[src/rtl/core/fes_pkg.sv]
// shared types and constants for the escape-time evaluator
`default_nettype none
package fes_pkg;

  // fixed-point format of z and c
  localparam int DATA_W      = 32;
  localparam int FRAC_BITS   = 28;
  localparam int PROD_W      = 2 * DATA_W;

  // counts and configuration widths
  localparam int COUNT_WIDTH = 10;
  localparam int LIMIT_W     = 10;
  localparam int CMP_W       = (COUNT_WIDTH > LIMIT_W) ? COUNT_WIDTH : LIMIT_W;
  localparam int CFG_IDX_W   = 1;
  localparam int CFG_DATA_W  = 10;

  // register indexes on the configuration port
  localparam logic [CFG_IDX_W-1:0] CFG_FORMULA_MODE = 1'd0;
  localparam logic [CFG_IDX_W-1:0] CFG_ITER_LIMIT   = 1'd1;

  localparam logic [LIMIT_W-1:0] LIMIT_RESET = LIMIT_W'(100);

  // escape threshold: 4 at scale 2*FRAC_BITS
  localparam int ESC_SHIFT = 2 * FRAC_BITS + 2;
  localparam bit ESC_IN_RANGE = (ESC_SHIFT < PROD_W);
  localparam logic [PROD_W-1:0] ESC_LIMIT =
    ESC_IN_RANGE ? (PROD_W'(1) << ESC_SHIFT) : '0;

  // saturation bounds of the z register
  localparam logic signed [PROD_W-1:0] Z_MAX = PROD_W'((64'sd1 <<< (DATA_W - 1)) - 64'sd1);
  localparam logic signed [PROD_W-1:0] Z_MIN = -(PROD_W'(64'sd1 <<< (DATA_W - 1)));

  typedef logic signed [DATA_W-1:0] z_t;
  typedef logic signed [PROD_W-1:0] prod_t;
  typedef logic [COUNT_WIDTH-1:0]   count_t;
  typedef logic [LIMIT_W-1:0]       limit_t;

  // products of one iteration, handed to the update logic
  typedef struct packed {
    prod_t rr;
    prod_t ii;
    prod_t ri;
  } prods_t;

endpackage
`default_nettype wire

[src/rtl/core/fes_mul.sv]
// shared signed multiplier with registered product
`default_nettype none
module fes_mul import fes_pkg::*; (
  input  wire logic clk,
  input  wire z_t   op_a,
  input  wire z_t   op_b,
  output prod_t     prod_r
);

  // one full-width product per cycle
  always_ff @(posedge clk) begin
    prod_r <= PROD_W'(op_a) * PROD_W'(op_b);
  end

endmodule
`default_nettype wire

[config.mk]
export PLATFORM = sky130hd
export DESIGN_NAME = fes_mul
export DESIGN_NICKNAME = d
export VERILOG_FILES = /design/src/rtl/core/fes_pkg.sv /design/src/rtl/core/fes_mul.sv
export SDC_FILE = /design/constraint.sdc
export NUM_CORES = 2
export LEC_CHECK = 0
export BUFFER_PORTS_ARGS = -buffer_cell sky130_fd_sc_hd__clkbuf_2
export CAP_MARGIN = 20
export CORE_MARGIN = 8
export CORE_UTILIZATION = 60
export CTS_CLUSTER_SIZE = 28
export DETAILED_ROUTE_END_ITERATION = 10
export GPL_TIMING_DRIVEN = 0
export MAX_ROUTING_LAYER = met4
export PLACE_DENSITY = 0.81
export SLEW_MARGIN = 20
export SYNTH_ARGS = -nofsm -noshare
export SYNTH_HDL_FRONTEND = slang
export SYNTH_SLANG_ARGS = --single-unit
export TNS_END_PERCENT = 30
[constraint.sdc]
create_clock -name clk -period 9.5 [get_ports clk]
set_input_delay 1.9 -clock clk [delete_from_list [all_inputs] [get_ports clk]]
set_output_delay 1.9 -clock clk [all_outputs]
set_load 0.05 [all_outputs]
=== Word level (Yosys, flattened, before mapping) ===
Cells that the tools add are included.

* Multipliers: 1

{| class="wikitable"
|+ Operators with widths
! operator !! count
|-
| $mul 32x32->64 || 1
|}

* Flip-flop bits (word level): 64
* Output and inout bits: 64
* Word-level logic and storage cells: 2

=== Depth between registers and ports, before layout ===
* Depth after elaboration: 1
* Mapped depth: 28
* Mapped depth without buffers: 27

=== Worst setup path before layout ===
No wires, ideal clock.

* Path type: input port to flip-flop
* Start point: input port op_b[2]
* End point: register prod_r[62]
* Arrival time: 9089 ps
* Data required time: 9428 ps
* Path slack: 339 ps
* Stages on the path: 24
* Buffers on the path: 1
* Cell sequence: clkbuf_1 > nand2_1 > inv_1 > fa_1 > fa_1 > fa_1 > fa_1 > inv_1 > fa_1 > inv_1 > fa_1 > inv_1 > fa_1 > inv_1 > fa_1 > ha_1 > and3_1 > nand2_1 > or3_1 > o22a_1 > o211ai_1 > a31oi_1 > o31ai_1 > xor2_1

* Longest elaborated chain between the ends: 1

{| class="wikitable"
|+ RTL lines
! item !! RTL line !! source
|-
| from (decl) || fes_mul.sv:6 || <nowiki>input wire z_t op_b,</nowiki>
|-
| $mul 32x32->64 || fes_mul.sv:12 || <nowiki>prod_r <= PROD_W'(op_a) * PROD_W'(op_b);</nowiki>
|-
| to (signal assigned) || fes_mul.sv:12 ||
|-
| to (decl) || fes_mul.sv:7 || <nowiki>output prod_t prod_r</nowiki>
|}

No other way between the ends.

=== Worst setup path after layout ===
* Start point: input port op_b[3]
* End point: register prod_r[61]

Same word-level chain as after synthesis.

==> impl_metrics.xml <==
<?xml version="1.0" encoding="UTF-8"?>
<metrics>
  <group name="sta">
    <metric name="timing.max_slew.rel_slack" unit="">0.509</metric>
    <metric name="maxClockFrequency" unit="MHz">107</metric>
    <metric name="timing.final.setup_violations" unit="">0</metric>
    <metric name="timing.final.max_slew_violations" unit="">0</metric>
    <metric name="finalHoldViolCount" unit="">0</metric>
    <metric name="final_min_period_over_clock_period" unit="">0.986</metric>
    <metric name="tightest_slew" unit="ps">737</metric>
    <metric name="min_period" unit="ps">9370</metric>
  </group>
  <group name="logic_synthesis">
    <metric name="synth-warning-count" unit="">0</metric>
    <metric name="syn_inst" unit="">3884</metric>
    <metric name="syn_area_per_cell" unit="um^2">9.59</metric>
    <metric name="seq_area_frac_synth" unit="">0.0344</metric>
    <metric name="mappedNetlistArea" unit="um^2">37200</metric>
    <metric name="synth-seq-cells" unit="">64</metric>
    <metric name="synthTopCellsByArea" unit="">sky130_fd_sc_hd__fa_1 (58%), sky130_fd_sc_hd__inv_1 (9.6%), sky130_fd_sc_hd__and2_1 (8.7%), sky130_fd_sc_hd__ha_1 (6.2%), sky130_fd_sc_hd__nand2_1 (5.2%)</metric>
    <metric name="number_of_flops_mapped_to_enable_cells_by_yosys" unit="">0</metric>
    <metric name="async_reset_ff_frac" unit="">0</metric>
    <metric name="synthDistinctLibCells" unit="">63</metric>
    <metric name="postSynthNetCount" unit="">5215</metric>
    <metric name="synth-main-ff-cell" unit="">sky130_fd_sc_hd__dfxtp_1</metric>
    <metric name="synth_top_area_share" unit="">0.582</metric>
    <metric name="netlist.top_cell.by_area" unit="">sky130_fd_sc_hd__fa_1</metric>
  </group>
  <group name="cells_and_area">
    <metric name="drive_gt1_frac" unit="">0.0964</metric>
    <metric name="multi_input_combinational_cell_area" unit="um^2">31800</metric>
    <metric name="biggestRegsByFlops" unit="">prod_r: 64 flops</metric>
    <metric name="largest_register_ffs" unit="">64</metric>
    <metric name="regMostFlops" unit="">prod_r</metric>
    <metric name="fin_area" unit="um^2">40000</metric>
    <metric name="design.final.nets" unit="">5381</metric>
    <metric name="area_growth_syn_to_layout" unit="%">7.52</metric>
    <metric name="fillerInstances" unit="">4914</metric>
    <metric name="sequential_cell_area" unit="um^2">1280</metric>
    <metric name="fin_util" unit="">0.650</metric>
  </group>
  <group name="floorplan">
    <metric name="die_width" unit="um">265</metric>
    <metric name="initial_core_util" unit="">0.605</metric>
    <metric name="num_rows" unit="">91</metric>
    <metric name="core-area" unit="um^2">61600</metric>
    <metric name="top_level_pins" unit="">129</metric>
    <metric name="die-height" unit="um">265</metric>
    <metric name="dieArea" unit="um^2">70300</metric>
  </group>
  <group name="grt">
    <metric name="grt_max_degree" unit="">23</metric>
    <metric name="grt_first_pass_wirelength" unit="mm">190</metric>
    <metric name="first_global_vias" unit="">31000</metric>
    <metric name="grt_util_met1" unit="">0.442</metric>
    <metric name="grtUsageTotal" unit="">0.379</metric>
    <metric name="grt_antenna_before_repair" unit="">17</metric>
    <metric name="met3_usage" unit="">0.111</metric>
    <metric name="gr-total-overflow" unit="">0</metric>
    <metric name="global_route.usage.met2" unit="">0.567</metric>
    <metric name="grt.busiest_layer" unit="">met2</metric>
  </group>
  <group name="clocking">
    <metric name="numCtsBuffers" unit="">9</metric>
    <metric name="cts.path.max_buffers" unit="">2</metric>
    <metric name="cts_sinks" unit="">64</metric>
    <metric name="cts_tree" unit="">built</metric>
    <metric name="clk_transition_reported_paths" unit="ps">70</metric>
    <metric name="clock-root-buffer" unit="">sky130_fd_sc_hd__clkbuf_16</metric>
    <metric name="post_cts_hold_buffer_count" unit="">0</metric>
    <metric name="cts.htree.levels" unit="">3</metric>
  </group>
  <group name="setup_path">
    <metric name="worst_path_most_repeated_cell" unit="">sky130_fd_sc_hd__fa_1</metric>
    <metric name="critical_path.slowest_cell" unit="">sky130_fd_sc_hd__fa_1</metric>
    <metric name="critPathMaxStageDelay" unit="ps">550</metric>
    <metric name="worstPathArrival" unit="ps">9700</metric>
    <metric name="path_depth" unit="">26</metric>
    <metric name="worst_path_dominant_cell_family" unit="">adder cells</metric>
    <metric name="required_time_worst_endpoint" unit="ps">9830</metric>
    <metric name="end_kind" unit="">flip-flop</metric>
    <metric name="critical_path_peak_fanout" unit="">10</metric>
    <metric name="worst-path-buf-inv" unit="">6</metric>
    <metric name="setup.worst_path.start_class" unit="">input port</metric>
    <metric name="worstSetupPathType" unit="">in -&gt; reg</metric>
  </group>
  <group name="drt">
    <metric name="routed-via-count" unit="">28300</metric>
    <metric name="drcViolationCount" unit="">0</metric>
    <metric name="post_drt_wl_per_cell" unit="um">25.3</metric>
    <metric name="detail_route.vias_per_cell" unit="">5.75</metric>
    <metric name="antenna_left" unit="">0</metric>
    <metric name="totalWireLength" unit="mm">124</metric>
    <metric name="drt_iter0_drc" unit="">2474</metric>
    <metric name="dr.pass1.iters" unit="">6</metric>
  </group>
  <group name="hold_path">
    <metric name="hp-class" unit="">in -&gt; reg</metric>
    <metric name="worst_hold_path.num_cells" unit="">2</metric>
  </group>
  <group name="outcome">
    <metric name="outcome" unit="">finished, final reports clean</metric>
  </group>
  <group name="placed_design">
    <metric name="place.detailed.hpwl" unit="mm">107</metric>
    <metric name="numPortBuffers" unit="">128</metric>
    <metric name="gp_congestion" unit="">1.11</metric>
    <metric name="dpl-instance-area" unit="um^2">38900</metric>
  </group>
  <group name="run">
    <metric name="count_of_maximum_capacitance_violations" unit="">0</metric>
  </group>
</metrics>
[synthesized netlist by cell type, drive strengths merged (4+ instances only)]
library cell  instances
fa                 1082
inv                 952
and2                516
nand2               511
clkbuf              195
ha                  184
a21oi                68
dfxtp                64
xnor2                53
nor2                 42
o21ai                31
a21o                 25
xor2                 22
nand3                15
o21bai               15
a31oi                13
and3                  9
nand2b                9
a211oi                8
nand4                 7
nor3                  7
o31ai                 7
buf                   5
or3                   5
and4                  4
o21a                  4
[per-stage QoR]
stage	setup TNS (ps)	instances	setup slack (ps)	hold WS, ps
finish	0	4913	135	2030
CTS	0	4883	4.59	2000
global placement	-28190	4849	-1650	2400
global route	-89.4	4908	-42.8	2030
detailed placement	-29890	4849	-1690	2400
floorplan	0	3884	339	2030
[area by class of cell]
cell class                 instances  area share
antenna                           21     0.00131
buffer                           199      0.0263
clock buffer                      12     0.00666
clock inverter                     4     0.00247
inverter                         952      0.0897
multi-input combinational       2668       0.793
sequential                        64      0.0320
tap                              837      0.0262
timing repair buffer             156      0.0222
[kinds of logic (layout without fill, tap and decap cells)]
kind of cell	after synthesis	in the layout	share of synthesized area
AOI/OAI and AO/OA	193	193	0.0346
xor gates and xnor gates	75	75	0.0176
adders and majority gates	1266	1266	0.643
buffers and inverters	1152	1323	0.116
DFF	64	64	0.0344
other	0	21	0
and+or+nand+nor	1134	1134	0.154
[path summary, 6_finish.rpt]
path,start,endpoint,slack (ps)
min,op_b[0],prod_r[0],2030
max,op_b[3],prod_r[61],130
[cells in the final DEF (no fill, tap or decap), drive strengths merged, types with 53 or more instances in the layout]
master	n
fa	1082
inv	947
and2	516
nand2	511
clkbuf	312
ha	184
a21oi	68
dfxtp	64
buf	55
xnor2	53
[per-layer routing]
layer,vias to the layer above,part of all wire
li1,11400,-
met1,14400,0.34
met2,1787,0.45
met3,614,0.12
met4,0,0.092
met5,-,0
[timing repair]
item | 4_1_cts | 5_1_grt
gates cloned | 0 | 0
resized for setup | 132 | 214
setup endpoints to repair | 29 | 19
buffers inserted | 18 | 10
pin swaps | 5 | 6
Power is not shown: default switching activity piles up to over one toggle a cycle in this logic, so the estimate is an artifact.
