**src/rtl/core/fes_pkg.sv**
```systemverilog
// shared types and constants for the escape-time evaluator
`default_nettype none
package fes_pkg;

  // fixed-point format of z and c
  localparam int DATA_W      = 32;
  localparam int FRAC_BITS   = 28;
  localparam int PROD_W      = 2 * DATA_W;

  // counts and configuration widths
  localparam int COUNT_WIDTH = 10;
  localparam int LIMIT_W     = 10;
  localparam int CMP_W       = (COUNT_WIDTH > LIMIT_W) ? COUNT_WIDTH : LIMIT_W;
  localparam int CFG_IDX_W   = 1;
  localparam int CFG_DATA_W  = 10;

  // register indexes on the configuration port
  localparam logic [CFG_IDX_W-1:0] CFG_FORMULA_MODE = 1'd0;
  localparam logic [CFG_IDX_W-1:0] CFG_ITER_LIMIT   = 1'd1;

  localparam logic [LIMIT_W-1:0] LIMIT_RESET = LIMIT_W'(100);

  // escape threshold: 4 at scale 2*FRAC_BITS
  localparam int ESC_SHIFT = 2 * FRAC_BITS + 2;
  localparam bit ESC_IN_RANGE = (ESC_SHIFT < PROD_W);
  localparam logic [PROD_W-1:0] ESC_LIMIT =
    ESC_IN_RANGE ? (PROD_W'(1) << ESC_SHIFT) : '0;

  // saturation bounds of the z register
  localparam logic signed [PROD_W-1:0] Z_MAX = PROD_W'((64'sd1 <<< (DATA_W - 1)) - 64'sd1);
  localparam logic signed [PROD_W-1:0] Z_MIN = -(PROD_W'(64'sd1 <<< (DATA_W - 1)));

  typedef logic signed [DATA_W-1:0] z_t;
  typedef logic signed [PROD_W-1:0] prod_t;
  typedef logic [COUNT_WIDTH-1:0]   count_t;
  typedef logic [LIMIT_W-1:0]       limit_t;

  // products of one iteration, handed to the update logic
  typedef struct packed {
    prod_t rr;
    prod_t ii;
    prod_t ri;
  } prods_t;

endpackage
`default_nettype wire

```
**src/rtl/core/fes_update.sv**
```systemverilog
// next z from the three products: floor shift, add c (abs form: subtract |c_real|), saturate
`default_nettype none
module fes_update import fes_pkg::*; (
  input  wire logic   formula_mode,
  input  wire prods_t prods,
  input  wire z_t     c_real,
  input  wire z_t     c_imag,
  output z_t          next_real,
  output z_t          next_imag
);

  prod_t diff;
  prod_t diff_abs;
  prod_t cr_ext;
  prod_t cr_abs;
  prod_t ci_ext;
  prod_t nre;
  prod_t nim;

  function automatic z_t sat_z(input prod_t v);
    if (v > Z_MAX) begin
      sat_z = z_t'(Z_MAX);
    end else if (v < Z_MIN) begin
      sat_z = z_t'(Z_MIN);
    end else begin
      sat_z = v[DATA_W-1:0];
    end
  endfunction

  // real part: plain or absolute-value form
  always_comb begin
    diff     = prods.rr - prods.ii;
    diff_abs = diff[PROD_W-1] ? -diff : diff;
    cr_ext   = PROD_W'(c_real);
    cr_abs   = cr_ext[PROD_W-1] ? -cr_ext : cr_ext;
    if (formula_mode) begin
      nre = (diff_abs >>> FRAC_BITS) - cr_abs;
    end else begin
      nre = (diff >>> FRAC_BITS) + cr_ext;
    end
  end

  // imaginary part: 2*re*im folded into the shift
  always_comb begin
    ci_ext = PROD_W'(c_imag);
    nim    = (prods.ri >>> (FRAC_BITS - 1)) + ci_ext;
  end

  assign next_real = sat_z(nre);
  assign next_imag = sat_z(nim);

endmodule
`default_nettype wire

```
**config.mk**
```make
export PLATFORM = sky130hd
export DESIGN_NAME = fes_update
export DESIGN_NICKNAME = d
export VERILOG_FILES = /design/src/rtl/core/fes_pkg.sv /design/src/rtl/core/fes_update.sv
export SDC_FILE = /design/constraint.sdc
export NUM_CORES = 1
export LEC_CHECK = 0
export ABC_AREA = 1
export BUFFER_PORTS_ARGS = -buffer_cell sky130_fd_sc_hd__buf_2
export CAP_MARGIN = 10
export CORE_MARGIN = 10
export CORE_UTILIZATION = 44
export DETAILED_ROUTE_END_ITERATION = 6
export PLACE_DENSITY = 0.67
export SYNTH_ARGS = -nofsm -noshare
export SYNTH_HDL_FRONTEND = slang
export SYNTH_SLANG_ARGS = --single-unit
```
**constraint.sdc**
```tcl
create_clock -name vclk -period 7.5
set_input_delay 0.375 -clock vclk [all_inputs]
set_output_delay 0.375 -clock vclk [all_outputs]
set_load 0.01 [all_outputs]
```
==> Yosys cells after proc, flatten, opt, wreduce, memory -nomap -nowiden <==
Index checks and enable logic that the tools add are counted.
{ "classes": {"addsub": 6, "magnitude_cmp": 4, "muxes": 7} }
{ "ops": {"columns": ["op", "count"], "rows": [
  ["$mux 64", 3],
  ["$mux 32", 4],
  ["$gt 64x32->1 const B", 1],
  ["$lt 64x32->1 const B", 1],
  ["$neg 32->64", 1],
  ["$neg 64->64", 1],
  ["$sub 36x64->64", 1],
  ["$sub 64x64->64", 1],
  ["$add 37x32->38", 1],
  ["$gt 38x32->1 const B", 1],
  ["$lt 38x32->1 const B", 1],
  ["$add 36x32->37", 1]
]} }
{ "word_totals": {"regBits": 0, "output_inout_bits": 64} }

==> Depth between registers and ports, before layout <==
Gate-level depths: netlist of the first run.
{ "depth": {"depth_word": 8, "ltp_mapped": 48, "ltp_nobuf": 47} }

==> Worst setup path before layout of the first run <==
Ideal clock, no wire load.
{ "synth_path": {"path_kind": "in2out", "from": "in prods[128] (netlist bit)", "to": "out next_real[10]", "t_arrival_ns": 7.483, "t_required_ns": 7.125, "setup_slack_ns": -0.358, "path_stages": 37, "path_buffers": 1, "path_cell_list": "inv_1 -> ha_1 -> fa_1 -> inv_1 -> nand3_1 -> nand2_2 -> xor2_1 -> nor2_1 -> nand3_1 -> nor3_1 -> nand2_1 -> nor2_1 -> nand4_1 -> nor2_1 -> nand2_1 -> nor3_1 -> nand3b_1 -> nor4_1 -> ha_1 -> a21oi_1 -> nor2_1 -> nor2_1 -> a21boi_0 -> o21ai_0 -> a21oi_1 -> nand2_1 -> nand2_1 -> nand2_1 -> nand2_1 -> nand2_1 -> nor2_1 -> nand3_1 -> nor2_1 -> nand3_1 -> nand3_2 -> buf_2 -> nand2_1"} }
{ "synth_between": {"elab_chain_cells": 8, "word_cells_on_any_way": 10} }
{ "synth_lines": {"columns": ["item", "line_no", "source"], "rows": [
  ["start, declared", "fes_update.sv:5", "input wire prods_t prods,"],
  ["$sub 64x64->64 *", "fes_update.sv:32", "diff = prods.rr - prods.ii;"],
  ["$neg 64->64", "fes_update.sv:33", "diff_abs = diff[PROD_W-1] ? -diff : diff;"],
  ["$mux 64", "fes_update.sv:33", null],
  ["$sub 36x64->64", "fes_update.sv:37", "nre = (diff_abs >>> FRAC_BITS) - cr_abs;"],
  ["$mux 64 *", "fes_update.sv:36", "if (formula_mode) begin"],
  ["$lt 64x32->1", "fes_update.sv:23", "end else if (v < Z_MIN) begin"],
  ["$mux 32", "fes_update.sv:23", null],
  ["$mux 32 *", "fes_update.sv:21", "if (v > Z_MAX) begin"],
  ["end, declared", "fes_update.sv:8", "output z_t next_real,"]
]} }
Mark *: on every way between the ends. The rest lies on a longest branch, timed or not.

==> Worst setup path in the final report of the first run <==
{ "layout_path": {"from": "in prods[86] (netlist bit)", "to": "out next_real[0]"} }
The elaborated chain is that of the path after synthesis.

==> results of run 1 <==
[worst max-delay path: cells and delay by family]
| kind | cells | cell delay [ns] |
|---|---|---|
| simple gates | 19 | 2.69 |
| buf+inv | 8 | 1.27 |
| compound gates | 6 | 1.14 |
| fa+ha+maj | 2 | 0.77 |
| xor+xnor | 2 | 0.56 |
[metrics by stage]
step / hold slack [ns] / power, mW / std cells / setup WS (ns) / area (um2)
after floorplan: 0.9756 / 2.077 / 4138 / 0.7626 / 19880
after global placement: 1.146 / 3.141 / 5037 / 0.2980 / 22350
after detailed placement: 1.147 / 3.135 / 5037 / 0.3143 / 22350
after CTS: 1.148 / 3.150 / 5037 / 0.2860 / 22350
after global routing: 1.180 / 3.592 / 5047 / 0.001889 / 22670
final: 1.147 / 3.275 / 5047 / 0.3059 / 22670
[report_power, final]
part	total (mW)	switching (mW)	leakage [nW]	internal [mW]
combinational	3.27	2.23	13.2	1.05
sequential	0	0	0	0
clock	0.0000000357	0	0.0000127	0.0000000357
total	3.27	2.23	13.2	1.05
[cell type report]
cell class,count,area [um2]
tap,592,740.7
timing repair buffer,349,1969
inverter,751,2819
fill,5227,21640
multi-input combinational,3353,17140
antenna,2,5.005
[routing by layer]
layer / up-vias / part of all wire, % / GRT usage [%]
met3: 161 / 6.7 / 2.187
met4: 2 / 3.7 / 9.312
met2: 958 / 46 / 52.58
met1: 11878 / 44 / 39.95
met5: - / 0.0080 / 0
li1: 13604 / - / -
[synthesized netlist by cell type (23+ instances only)]
| master | instances |
|---|---|
| nor3_1 | 59 |
| nand3_1 | 259 |
| inv_1 | 736 |
| nand2_1 | 1469 |
| nor2_1 | 494 |
| xnor2_1 | 47 |
| xor2_1 | 76 |
| o21bai_1 | 23 |
| nand4_1 | 54 |
| o21ai_0 | 163 |
| ha_1 | 200 |
| a21oi_1 | 271 |
[worst paths after layout]
check      start           end  slack, ns
min    c_imag[0]  next_imag[0]       1.15
max    prods[86]  next_real[0]       0.31
[cell families after synthesis]
logic type,Yosys count,synth area share [%]
buffers and inverters,785,15.05
multiplexers,2,0.1013
AO/OA/AOI/OAI,536,14.71
AND/OR/NAND/NOR,2456,51.52
adder cells (fa/ha/maj),204,13.07
other,1,0.01898
XOR/XNOR,124,5.535
[timing repair]
action,in CTS,in global routing
setup endpoints to repair,0,31
gates resized for setup,0,70
buffers inserted,0,6
==> flow_summary.toml, run 1 <==
[sta]
finalSetupTns_ns = 0
hold_violations = 0
maxSlewHeadroom_pct = 23.15
timing.final.crit_share_pct = 95.92
final-setup-viol-count = 0
period_needed_ns = 7.194
worst_slew_pin_slew_ns = 1.150
slew_violations = 0
fmax_mhz = 139.0
rsz0062_at_grt = "no"

[critical_path]
critPathMostFrequentCell = "nand2_1"
crit_path_max_incr_delay_ns = 0.44
crit_type = "in -> out"
crit_required_ns = 7.12
cp.arrival_ns = 6.82
cp-end-kind = "primary output"
cp_max_fo = 14
start_kind = "input port"
cp_slowest_cell = "ha_1"

[job]
cap_violations = 0

[routing]
viasPerCell = 5.271
drt_wl_total_mm = 87.98
dr.pass1.iters = 7
drc = 4
drtAntennaViolNets = 0
vias = 26603
drt-initial-drc-count = 2326
post_drt_wl_per_cell_um = 17.43

[floorplan]
start_util_pct = 44.58
rows = 77
coreArea_um2 = 44320
die_area_um2 = 53780
io_pins = 321
fp.dieH_um = 231.9
die_w_um = 231.9

[global_route]
grt_pass1_wl_mm = 132.3
grt_pass1_vias = 24448
grt_usage_pct = 30.60
gr-total-overflow = 0
grt_max_degree = 73
antenna_found_initial = 3

[logic_synthesis]
ys_top_cells_by_area = "nand2_1, inv_1, ha_1"
netlist_instances = 4108
ys_warn_count = 0
synth.distinct_cells = 53
synth_top_cell_by_area = "nand2_1"
syn_avg_cell_area_um2 = 4.810
synth_top_area_share_pct = 27.91
ys_seq_area_share_pct = 0
syn_area_um2 = 19760

[worst_hold_path]
whs_path_depth = 5
hp-class = "in -> out"

[cells_and_area]
nNetsFinal = 4916
area_growth_syn_to_layout_pct = 14.76
clockBufferCount = 0
seq_cells = 0
register_area_um2 = 0
fin_util_pct = 51.16
drive_above_1_share_pct = 10.91
final_cell_mix = "nand2_1, inv_1, nor2_1"
final_common_cell = "nand2_1"

[status]
status = "finished with violations"
violations = "design-rule violations"

[placement]
routabilityCongestion = 1.021
io_buffers = 294
hpwl_mm = 78.15

[pwr]
vdd.ir_drop.worst_mv = 0.09125
leakage_nw = 13.21
power_density_nw_per_um2 = 144.4

[clock_tree]
holdBufCountCts = 0
(Power assumes the default switching activity.)
==> run 2, diff against run 1 <==
- MAX_ROUTING_LAYER: not set -> met4
- SLEW_MARGIN: not set -> 20
==> run 2 against run 1 <==
- flip-flop and latch count is the same
- the flow now finishes without violations
- maximum frequency grew 1.2%
- first-iteration DRC count shrank 5.0%
- utilization shrank 0.12 points
- critical path type unchanged
- sequential share of layout area is the same
==> flow_summary.toml, run 2 (synthesized netlist as in run 1, its figures left out) <==
[global_route]
grt_pass1_vias = 24638
grt_pass1_wl_mm = 134.5
antenna_found_initial = 1
grt_max_degree = 39
grt_usage_pct = 32.18
gr-total-overflow = 0

[critical_path]
cp-end-kind = "primary output"
crit_type = "in -> out"
crit_required_ns = 7.12
cp.arrival_ns = 6.74
crit_path_max_incr_delay_ns = 0.44
cp_slowest_cell = "ha_1"
cp_max_fo = 31
critPathMostFrequentCell = "nand2_1"
start_kind = "input port"

[routing]
dr.pass1.iters = 6
viasPerCell = 5.260
vias = 26564
post_drt_wl_per_cell_um = 17.63
drc = 0
drt_wl_total_mm = 89.02
drt-initial-drc-count = 2210
drtAntennaViolNets = 0

[sta]
timing.final.crit_share_pct = 94.82
maxSlewHeadroom_pct = 27.88
rsz0062_at_grt = "no"
setup_ws_ns = 0.3885
fmax_mhz = 140.6
worst_slew_pin_slew_ns = 1.079
final-setup-viol-count = 0
finalSetupTns_ns = 0
slew_violations = 0
period_needed_ns = 7.111
hold_violations = 0

[floorplan]
start_util_pct = 44.58
die_w_um = 231.9
fp.dieH_um = 231.9
coreArea_um2 = 44320
io_pins = 321
die_area_um2 = 53780
rows = 77

[cells_and_area]
drive_above_1_share_pct = 10.77
fillers = 5236
clockBufferCount = 0
seq_cells = 0
final_cell_mix = "nand2_1, inv_1, nor2_1"
area_growth_syn_to_layout_pct = 14.49
nNetsFinal = 4920
finalNonFillerCells = 5050
register_area_um2 = 0
fin_util_pct = 51.04
final_common_cell = "nand2_1"

[clock_tree]
holdBufCountCts = 0

[placement]
routabilityCongestion = 1.043
dp_cells = 5043
place_ws_ns = 0.2099
io_buffers = 294
hpwl_mm = 79.73

[status]
status = "completed"

[job]
cap_violations = 0

[worst_hold_path]
hp-class = "in -> out"
run 2: path summary, 6_finish.rpt:
check	to	from	cells after the start
setup / recovery	next_real[1]	prods[90]	41
hold / removal	next_imag[0]	c_imag[0]	5
run 2: cell type report:
| class | count | area [um2] | share of cell area [%] |
|---|---|---|---|
| multi-input combinational | 3353 | 17090 | 75.55 |
| timing repair buffer | 353 | 1964 | 8.684 |
| inverter | 751 | 2823 | 12.48 |
| tap | 592 | 740.7 | 3.275 |
| antenna | 1 | 2.502 | 0.01106 |
run 2: per-layer routing:
layer,up-vias,wire length (um),track usage (%)
met3,121,5866,1.637
met1,11895,38370,40.37
li1,13610,-,-
met2,938,41900,55.00
met5,-,0,-
met4,0,2885,9.026
run 2: critical path, delay by kind of cell:
family,cells,cell delay (ns)
AO/OA/AOI/OAI,1,0.16
XOR/XNOR,1,0.23
adder cells (fa/ha/maj),2,0.88
buffers and inverters,7,0.78
AND/OR/NAND/NOR,30,4.25
run 2: stage by stage:
step                      hold slack, ns  area, um2
after floorplan                   0.9756      19880
after global placement             1.145      22390
after detailed placement           1.146      22390
after CTS                          1.148      22390
after global routing               1.177      22620
final                              1.148      22620
run 2: repair_timing:
item / CTS / global route
setup buffers: 0 / 6
setup endpoints to repair: 0 / 31
resized for setup: 0 / 49
